--- config.mk ---
export PLATFORM = sky130hd
export DESIGN_NAME = bitstream_frame_download_sequencer_core
export DESIGN_NICKNAME = d
export VERILOG_FILES = /design/src/hw/rtl/bfds_pkg.sv /design/src/hw/rtl/bfds_step.sv /design/src/hw/rtl/bitstream_frame_download_sequencer_core.sv
export SDC_FILE = /design/constraint.sdc
export NUM_CORES = 1
export LEC_CHECK = 0
export BUFFER_PORTS_ARGS = -buffer_cell sky130_fd_sc_hd__buf_2
export CAP_MARGIN = 10
export CORE_MARGIN = 10
export CORE_UTILIZATION = 45
export DETAILED_ROUTE_END_ITERATION = 10
export PLACE_DENSITY = 0.77
export SLEW_MARGIN = 20
export SYNTH_ARGS = -nofsm -noshare
export SYNTH_HDL_FRONTEND = slang
export SYNTH_SLANG_ARGS = --single-unit
--- constraint.sdc ---
create_clock -name clk -period 7.8 [get_ports clk]
set_input_delay 0 -clock clk [delete_from_list [all_inputs] [get_ports clk]]
set_output_delay 0 -clock clk [all_outputs]
set_load 0.01 [all_outputs]
--- src/hw/rtl/bfds_pkg.sv ---
package bfds_pkg;

  // Counter value left behind when a transfer ends
  localparam logic [15:0] FINISHED_MARK = 16'hFFFF;

  typedef enum logic [2:0] {
    STATUS_INITIATING  = 3'd0,
    STATUS_READY_NEXT  = 3'd1,
    STATUS_COMPLETE    = 3'd2,
    STATUS_FRAME_ERROR = 3'd3,
    STATUS_WRITE_ERROR = 3'd4
  } status_t;

  typedef enum logic {
    CMD_BEGIN = 1'b0,
    CMD_FRAME = 1'b1
  } command_t;

  typedef struct packed {
    command_t    command;
    logic [7:0]  transfer_id;
    logic [15:0] frame_total;
    logic [15:0] frame_number;
    logic [15:0] byte_count;
    logic        device_done;
    logic        device_init_b;
    logic        link_write_error;
  } item_t;

  typedef struct packed {
    logic [7:0]  active_transfer;
    logic [15:0] total_frames;
    logic [15:0] expected_frame;
    logic        program_level;
  } seq_state_t;

  typedef struct packed {
    status_t     status;
    logic [7:0]  reply_transfer_id;
    logic [15:0] reply_frame;
    logic [15:0] reply_bytes;
    logic        forward_frame;
    logic        program_line;
    logic        reset_all;
  } result_t;

endpackage

--- src/hw/rtl/bfds_step.sv ---
module bfds_step (
  input  bfds_pkg::item_t      item,
  input  bfds_pkg::seq_state_t state,
  output bfds_pkg::seq_state_t state_next,
  output bfds_pkg::result_t    result,
  output logic                 has_result
);

  logic            id_match;
  logic            in_order;
  logic            last_frame;
  logic            device_fail;
  logic            ends;
  logic [16:0]     expected_plus;
  bfds_pkg::status_t status;

  assign id_match      = (item.transfer_id == state.active_transfer);
  assign in_order      = (item.frame_number == state.expected_frame);
  assign expected_plus = {1'b0, state.expected_frame} + 17'd1;
  assign last_frame    = !(expected_plus < {1'b0, state.total_frames});
  assign device_fail   = item.device_done && !item.device_init_b;
  // Device failure masks the link error: the transfer keeps going
  assign ends = (!device_fail && item.link_write_error) ||
                (!device_fail && in_order && last_frame);

  always_comb begin
    priority if (device_fail || item.link_write_error) begin
      status = bfds_pkg::STATUS_WRITE_ERROR;
    end else if (!in_order) begin
      status = bfds_pkg::STATUS_FRAME_ERROR;
    end else if (!last_frame) begin
      status = bfds_pkg::STATUS_READY_NEXT;
    end else begin
      status = bfds_pkg::STATUS_COMPLETE;
    end
  end

  always_comb begin
    state_next = state;
    result     = '0;
    has_result = 1'b0;
    unique case (item.command)
      bfds_pkg::CMD_BEGIN: begin
        state_next.active_transfer = item.transfer_id;
        state_next.total_frames    = item.frame_total;
        state_next.expected_frame  = '0;
        state_next.program_level   = 1'b0;
        result.status              = bfds_pkg::STATUS_INITIATING;
        result.reply_transfer_id   = item.transfer_id;
        has_result                 = 1'b1;
      end
      bfds_pkg::CMD_FRAME: begin
        if (id_match) begin
          state_next.program_level  = 1'b1;
          state_next.expected_frame = ends ? bfds_pkg::FINISHED_MARK
                                           : expected_plus[15:0];
          result.status             = status;
          result.reply_transfer_id  = state.active_transfer;
          result.reply_frame        = state.expected_frame;
          result.reply_bytes        = item.byte_count;
          result.forward_frame      = !device_fail;
          result.program_line       = 1'b1;
          result.reset_all          = ends;
          has_result                = 1'b1;
        end
      end
      default: begin
        state_next = state;
      end
    endcase
  end

endmodule

--- src/hw/rtl/bitstream_frame_download_sequencer_core.sv ---
// Channel  | handshake            | payload
// ---------+----------------------+-------------------------------------------
// message  | in_valid / in_ready  | command, transfer_id, frame_total,
//          |                      | frame_number, byte_count, device_done,
//          |                      | device_init_b, link_write_error
// reply    | out_valid / out_ready| status, reply_transfer_id, reply_frame,
//          |                      | reply_bytes, forward_frame, program_line,
//          |                      | reset_all
//
// One word per cycle sustained while out_ready holds. A word lands in the
// input register, then one pass of compare/increment logic fills the reply
// register and updates the sequencer state in the same edge.
// Frame words with a foreign transfer id leave the input register with no reply.
// Synchronous reset clears the valid flags and the sequencer state.
// A stalled reply holds both registers; in_ready drops once both are full.
module bitstream_frame_download_sequencer_core (
  input  logic        clk,
  input  logic        rst,
  input  logic        in_valid,
  output logic        in_ready,
  input  logic        command,
  input  logic [7:0]  transfer_id,
  input  logic [15:0] frame_total,
  input  logic [15:0] frame_number,
  input  logic [15:0] byte_count,
  input  logic        device_done,
  input  logic        device_init_b,
  input  logic        link_write_error,
  output logic        out_valid,
  input  logic        out_ready,
  output logic [2:0]  status,
  output logic [7:0]  reply_transfer_id,
  output logic [15:0] reply_frame,
  output logic [15:0] reply_bytes,
  output logic        forward_frame,
  output logic        program_line,
  output logic        reset_all
);

  // Input register
  logic                 item_valid;
  bfds_pkg::item_t      item;

  // Sequencer state
  bfds_pkg::seq_state_t state;
  bfds_pkg::seq_state_t state_next;

  // Reply register
  bfds_pkg::result_t    result;
  bfds_pkg::result_t    result_next;
  logic                 has_result;

  logic                 advance;

  // Move the held word on when the reply slot is free or being emptied
  assign advance  = item_valid && (!out_valid || out_ready);
  assign in_ready = !item_valid || advance;

  bfds_step u_step (
    .item       (item),
    .state      (state),
    .state_next (state_next),
    .result     (result_next),
    .has_result (has_result)
  );

  always_ff @(posedge clk) begin
    if (rst) begin
      item_valid <= 1'b0;
    end else if (in_ready) begin
      item_valid <= in_valid;
    end
  end

  // Payload needs no reset; load only on acceptance
  always_ff @(posedge clk) begin
    if (in_valid && in_ready) begin
      item.command          <= bfds_pkg::command_t'(command);
      item.transfer_id      <= transfer_id;
      item.frame_total      <= frame_total;
      item.frame_number     <= frame_number;
      item.byte_count       <= byte_count;
      item.device_done      <= device_done;
      item.device_init_b    <= device_init_b;
      item.link_write_error <= link_write_error;
    end
  end

  // Commit state as the word leaves the input register
  always_ff @(posedge clk) begin
    if (rst) begin
      state <= '0;
    end else if (advance) begin
      state <= state_next;
    end
  end

  always_ff @(posedge clk) begin
    if (rst) begin
      out_valid <= 1'b0;
    end else if (advance) begin
      out_valid <= has_result;
    end else if (out_ready) begin
      out_valid <= 1'b0;
    end
  end

  always_ff @(posedge clk) begin
    if (advance && has_result) begin
      result <= result_next;
    end
  end

  assign status            = result.status;
  assign reply_transfer_id = result.reply_transfer_id;
  assign reply_frame       = result.reply_frame;
  assign reply_bytes       = result.reply_bytes;
  assign forward_frame     = result.forward_frame;
  assign program_line      = result.program_line;
  assign reset_all         = result.reset_all;

endmodule

==> results of run 1 <==
-- timing repair --
item	4_1_cts	5_1_grt
endpoints found under the setup margin	0	0
hold endpoints to repair	62	0
hold buffers	63	0
-- worst paths after layout --
check              end  slack (ps)
max          state[15]        4120
min          state[35]         220
max reg2reg  state[15]        4120
min reg2reg  state[21]         460
-- placed cells by master, fill, tap and decap left out, types with 9 or more instances in the layout --
cell type        n
buf_2          111
edfxtp_1       106
nand2_1         82
dlygate4sd3_1   63
a21oi_1         48
dfxtp_1         42
and2_1          31
xnor2_1         28
inv_1           27
clkbuf_16       17
ha_1            16
o21ai_0         12
a221oi_2        10
nand4_1          9
-- state kept, by name, indices dropped and copies added (netlist names) --
name and cells:
item 60, state 40, reply_bytes 16, reply_frame 16
reply_transfer_id 8, status 3, forward_frame 1, item_valid 1
out_valid 1, program_line 1, reset_all 1
-- layer usage --
metal / share of wire / wire, um / track usage / up-vias
li1: - / - / - / 2123
met1: 0.43 / 5830 / 0.181 / 1998
met2: 0.47 / 6370 / 0.232 / 140
met3: 0.075 / 1020 / 0.0413 / 18
met4: 0.021 / 287 / 0.0620 / 0
met5: 0 / 0 / 0 / -
-- metrics by stage --
step,hold slack (ps),setup WS [ps],power [mW]
floorplan,98.9,4940,0.949
global placement,178,4330,0.982
detailed placement,178,4140,0.985
CTS,209,4120,1.81
global route,234,3810,1.86
finish,218,4120,1.80
-- cell usage after synthesis (2+ instances only) --
cell        n  area [um2]
and2_1     32         200
a21o_1      3        22.5
a221oi_2   10         150
xnor2_1    28         245
xor2_1      7        61.3
nand2b_1    3        18.8
buf_4       2        15.0
and4_1      2        17.5
nand2_1    82         308
buf_2       5        25.0
nor3_1      4        20.0
a21oi_1    48         240
buf_6       6        67.6
inv_1      28         105
o21ai_0    12        60.1
nand4_1     9        56.3
a221oi_1    5        43.8
nand3_1     9        45.0
xnor2_2     3        48.8
and3_1      3        18.8
dfxtp_1    42         841
clkbuf_1   19        71.3
nor2_1      8        30.0
ha_1       16         200
edfxtp_1  106        3180
-- cells by family (layout without fill, tap and decap cells) --
group           after synthesis  after routing
simple gates                160            160
flops                       148            148
compound gates               87             87
buf+inv                      60            237
xor+xnor                     38             38
fa+ha+maj                    16             16
other cells                   0              1
-- final cells by class --
class,instances,area [um2]
clock inverter,12,129
tap,180,225
sequential,148,4020
antenna,1,2.50
timing repair buffer,177,1210
clock buffer,20,467
inverter,28,105
multi-input combinational,301,1970
fill,1141,5650
-- critical path: cells and delay by family, from the launching register on --
family                     cells  cell delay (ps)
AOI/OAI and AO/OA              4             1500
and+or+nand+nor                4              740
adders and majority gates      2              530
DFF                            1              520
xor gates and xnor gates       1              220
-- power breakdown --
part           total (mW)  switching, mW  internal (mW)
combinational       0.106         0.0538         0.0517
clock               0.805          0.310          0.495
sequential          0.887         0.0135          0.873
total                1.80          0.377           1.42
==> metrics.txt, run 1 <==
clk slew on worst S/H paths=60 ps; PostCTS Resize Cnt=0; gr ovfl total=0; EDFF count, synth=106; crit path time final=~3700 ps; Synth Register Bits=148; Peak Freq=about 270 MHz; effective utilization at floorplan=0.455; die area=roughly 19000 um2; Placer Congestion=roughly 0.87; post-synthesis mux area share=0; Syn Area/Cell=about 12 um2; Nets=between 700 and 800; Synth Flop Type=edfxtp_1; biggest cell delay along the critical path=between 700 and 800 ps; slowest CP cell=o31ai_4; clock sinks=~150; Crit Path Class=reg -> reg; design area=a little over 8000 um2; outcome=completed; Setup Skew=8.12 ps; Layout Cells excl Fill=867; clk buf depth=2; syn_nets=589; WL final=13.5 mm; Compound-Gate Fraction of Synth Area=0.0965; DR vias=roughly 4300; Leak Pwr=between 3 and 4 nW; Synth Area in Adders=0.0320; initial antenna violation count=1; TritonCTS clock tree=yes; Setup Fix Bufs, Post-CTS=0; Root Driver=clkbuf_16; Rows=43; Tot GR Track Use=0.145; hold path startpoint=rst; DR WL/cell=around 16 um; final hold vios=0; drt pass-1 iters=5; Core Area=13800 um2; worst path cell trace=ha_1, nand3_1, nor2_1, xor2_1, ha_1, and3_1, a221o_1, a32oi_1, nand3_2, o31ai_4, a221oi_1; maximum VDD drop=0.000159 V; P&R area growth vs syn=29.8%; CP endpoint kind=flop; Critical Path Most Common Cell=ha_1; cell total after placement=771; largest net degree at the start of global routing=47; final setup fails=0; xor and xnor area share after synthesis=0.0567; Remaining DRCs=0; mapped cell area=6260 um2; H-tree depth=4; HP Class=in -> reg; Final Cycle Share=0.471; fin util=0.590; YS warnings=0; via-per-instance ratio=4.94; main combinational cell family by area after synthesis=simple AND/OR/NAND/NOR gates; Routed Antenna Nets=0; reg-to-reg startpoint=state[1]; share of cells above drive strength 1=0.246; CP Data Arrival Time=between 3000 and 4000 ps; max_cap viols=0; synth unique cells=42; Worst Path Required=between 8000 and 9000 ps; Detail Placement HPWL=about 9.4 mm; Seq/Total Area, Yosys=0.643; vias in the first global route=between 4000 and 5000; IO Port Bufs=111; Mapped Cells=509; CTS buffer count=17; clk_lat worst skew=410 ps; Crit Path Max Fanout=15; Worst Setup Start Kind=flop; die width=~140 um; Relative slew margins=0.352; Worst R2R Path Depth=11; worst slew pin tran=around 970 ps; PwrDens=~220 nW/um2; # IOs=~110; FFs w/ async S/R, synth=0; beginning of the critical path=state[1]; final setup TNS=0 ps; hold path depth=2; chip height=around 140 um; simple-gate area share of the yosys netlist=0.127; first-pass GRT wire length=approximately 21 mm; Final Max Tran Viols=0; placed cell area=about 7000 um2; initial DRC count=~210; RSZ-0062 raised after global routing=false
Power figures use the tool's default switching activity.
==> run 2, diff against run 1 <==
clock period = 3.71 ns   (was 7.8 ns; I/O delays follow)
==> metrics.txt, run 2 (same netlist as run 1, synthesis figures left out) <==
via-per-instance ratio=4.89 (-1.0%); Relative slew margins=0.373 (+0.0212); share of cells above drive strength 1=0.240 (-0.00653); die area=19000 um2 (unchanged); chip height=138 um (unchanged); PostCTS Resize Cnt=0 (unchanged); CTS buffer count=17 (unchanged); register area=4020 um2 (unchanged); most frequent cells in the layout=buf_2 (111), edfxtp_1 (106), nand2_1 (82); HP Class=in -> reg; Final Max Tran Viols=0 (unchanged); Detail Placement HPWL=9.48 mm (+0.80%); first-pass GRT wire length=21.6 mm (+0.87%); worst slew pin tran=939 ps (-31.8 ps); largest net degree at the start of global routing=47 (unchanged); P&R area growth vs syn=29.1%; worst path cell trace=ha_1, nand3_1, nor2_1, xor2_1, ha_1, and3_1, a221o_1, a32oi_1, nand3_2, o31ai_4, buf_4, a221oi_1; Setup Fix Bufs, Post-CTS=0 (unchanged); Peak Freq=291 MHz (+6.9%); Fill cells=1129 (-1.1%); final setup fails=0 (unchanged); effective utilization at floorplan=0.455 (unchanged); final hold vios=0 (unchanged); Routed Antenna Nets=0 (unchanged); Placer Congestion=0.846 (-3.3%); H-tree depth=4 (unchanged); Crit path max-delay family=compound AO/OA/AOI/OAI gates; DR WL/cell=15.6 um (+0.40%); slowest CP cell=dfxtp_1; Worst Setup Start Kind=flop; TritonCTS clock tree=yes; Largest regs=item (60), state (40); Leak Pwr=3.06 nW (about the same); Setup Skew=11.8 ps (+3.72 ps); ant diodes=0 (-1); Tot GR Track Use=0.149 (+0.00319); Power Total=3.66 mW (+100%); Largest Register=item; RSZ-0062 raised after global routing=false; Root Driver=clkbuf_16; Nets=755 (+0.27%); Remaining DRCs=0 (unchanged); Rows=43 (unchanged); maximum VDD drop=0.000341 V (+120%); clk_lat worst skew=420 ps (about the same); commonest non-fill, non-tap cell in the layout=buf_2; biggest cell delay along the critical path=500 ps (-260 ps); PwrDens=453 nW/um2 (+100%); # IOs=112 (unchanged); Critical Path Most Common Cell=ha_1; die width=138 um (unchanged); Crit Path Class=reg -> reg; Final Cycle Share=0.927 (+0.456); Worst Path Required=3960 ps (-4090 ps); clock sinks=148 (unchanged); drt pass-1 iters=4 (-1); Core Area=13800 um2 (unchanged); final setup TNS=0 ps (unchanged); CP endpoint kind=flop; IO Port Bufs=111 (unchanged); CP Data Arrival Time=3690 ps (-230 ps); clk slew on worst S/H paths=50 ps (about the same); outcome=completed; vias in the first global route=4295 (-0.60%); max reg flops=60 (unchanged); Buf/Inv on CP=1 (+1); max_cap viols=0 (unchanged); Crit Path Max Fanout=12 (-3); crit path time final=3440 ps (-237 ps); DR vias=4241 (-0.89%); area occupied by multi-input gates=1960 um2 (-0.25%); initial DRC count=247 (+17%); WL final=13.6 mm (+0.52%); initial antenna violation count=0 (-1); clk buf depth=2 (unchanged); gr ovfl total=0 (unchanged)
[run 2: power breakdown]
part	switching, mW	leakage, nW	internal, mW
registers	0.0283	1.35	1.84
logic	0.115	1.44	0.111
clock network	0.605	0.272	0.969
[run 2: stage by stage]
step	instance area [um2]	worst slack, ps	hold slack [ps]	util	instances
4_1_cts	8080	281	190	0.587	868
3_3_place_gp	6910	492	178	0.502	773
3_5_place_dp	6910	309	178	0.502	773
6_report	8080	271	228	0.587	868
5_1_grt	8080	12.0	246	0.587	868
2_1_floorplan	6260	845	98.9	-	509
[run 2: worst paths after layout]
path / endpoint / cells past startpoint / start / slack, ps
worst max register to register: state[3] / 12 / state[1] / 270
worst min register to register: state[29] / 2 / state[29] / 460
worst min-delay path: state[29] / 2 / rst / 230
worst max-delay path: state[3] / 12 / state[1] / 270
[run 2: final cells by class]
cell class / instances / share of cell area
Sequential cell: 148 / 0.498
Multi-Input combinational cell: 301 / 0.243
Timing Repair Buffer: 179 / 0.151
Clock buffer: 26 / 0.0605
Tap cell: 180 / 0.0279
Inverter: 28 / 0.0130
Clock inverter: 6 / 0.00681
[run 2: timing repair]
item                                    4_1_cts  5_1_grt
endpoints found under the setup margin        0        0
hold buffers                                 63        0
hold endpoints to repair                     62        0
[run 2: worst register-to-register path: stages (launching register included)]
cell,delay [ps]
dfxtp_1,500
ha_1,250
nand3_1,170
nor2_1,200
xor2_1,270
ha_1,300
and3_1,180
a221o_1,350
a32oi_1,200
nand3_2,150
o31ai_4,280
buf_4,310
a221oi_1,120
[run 2: routing by layer]
layer  wire, um  global-route usage  vias to the layer above
met1       5980               0.182                     1970
met4        178              0.0556                        0
met3        967              0.0522                       15
li1           -                   -                     2121
met2       6450               0.236                      135
met5          0                   0                        -
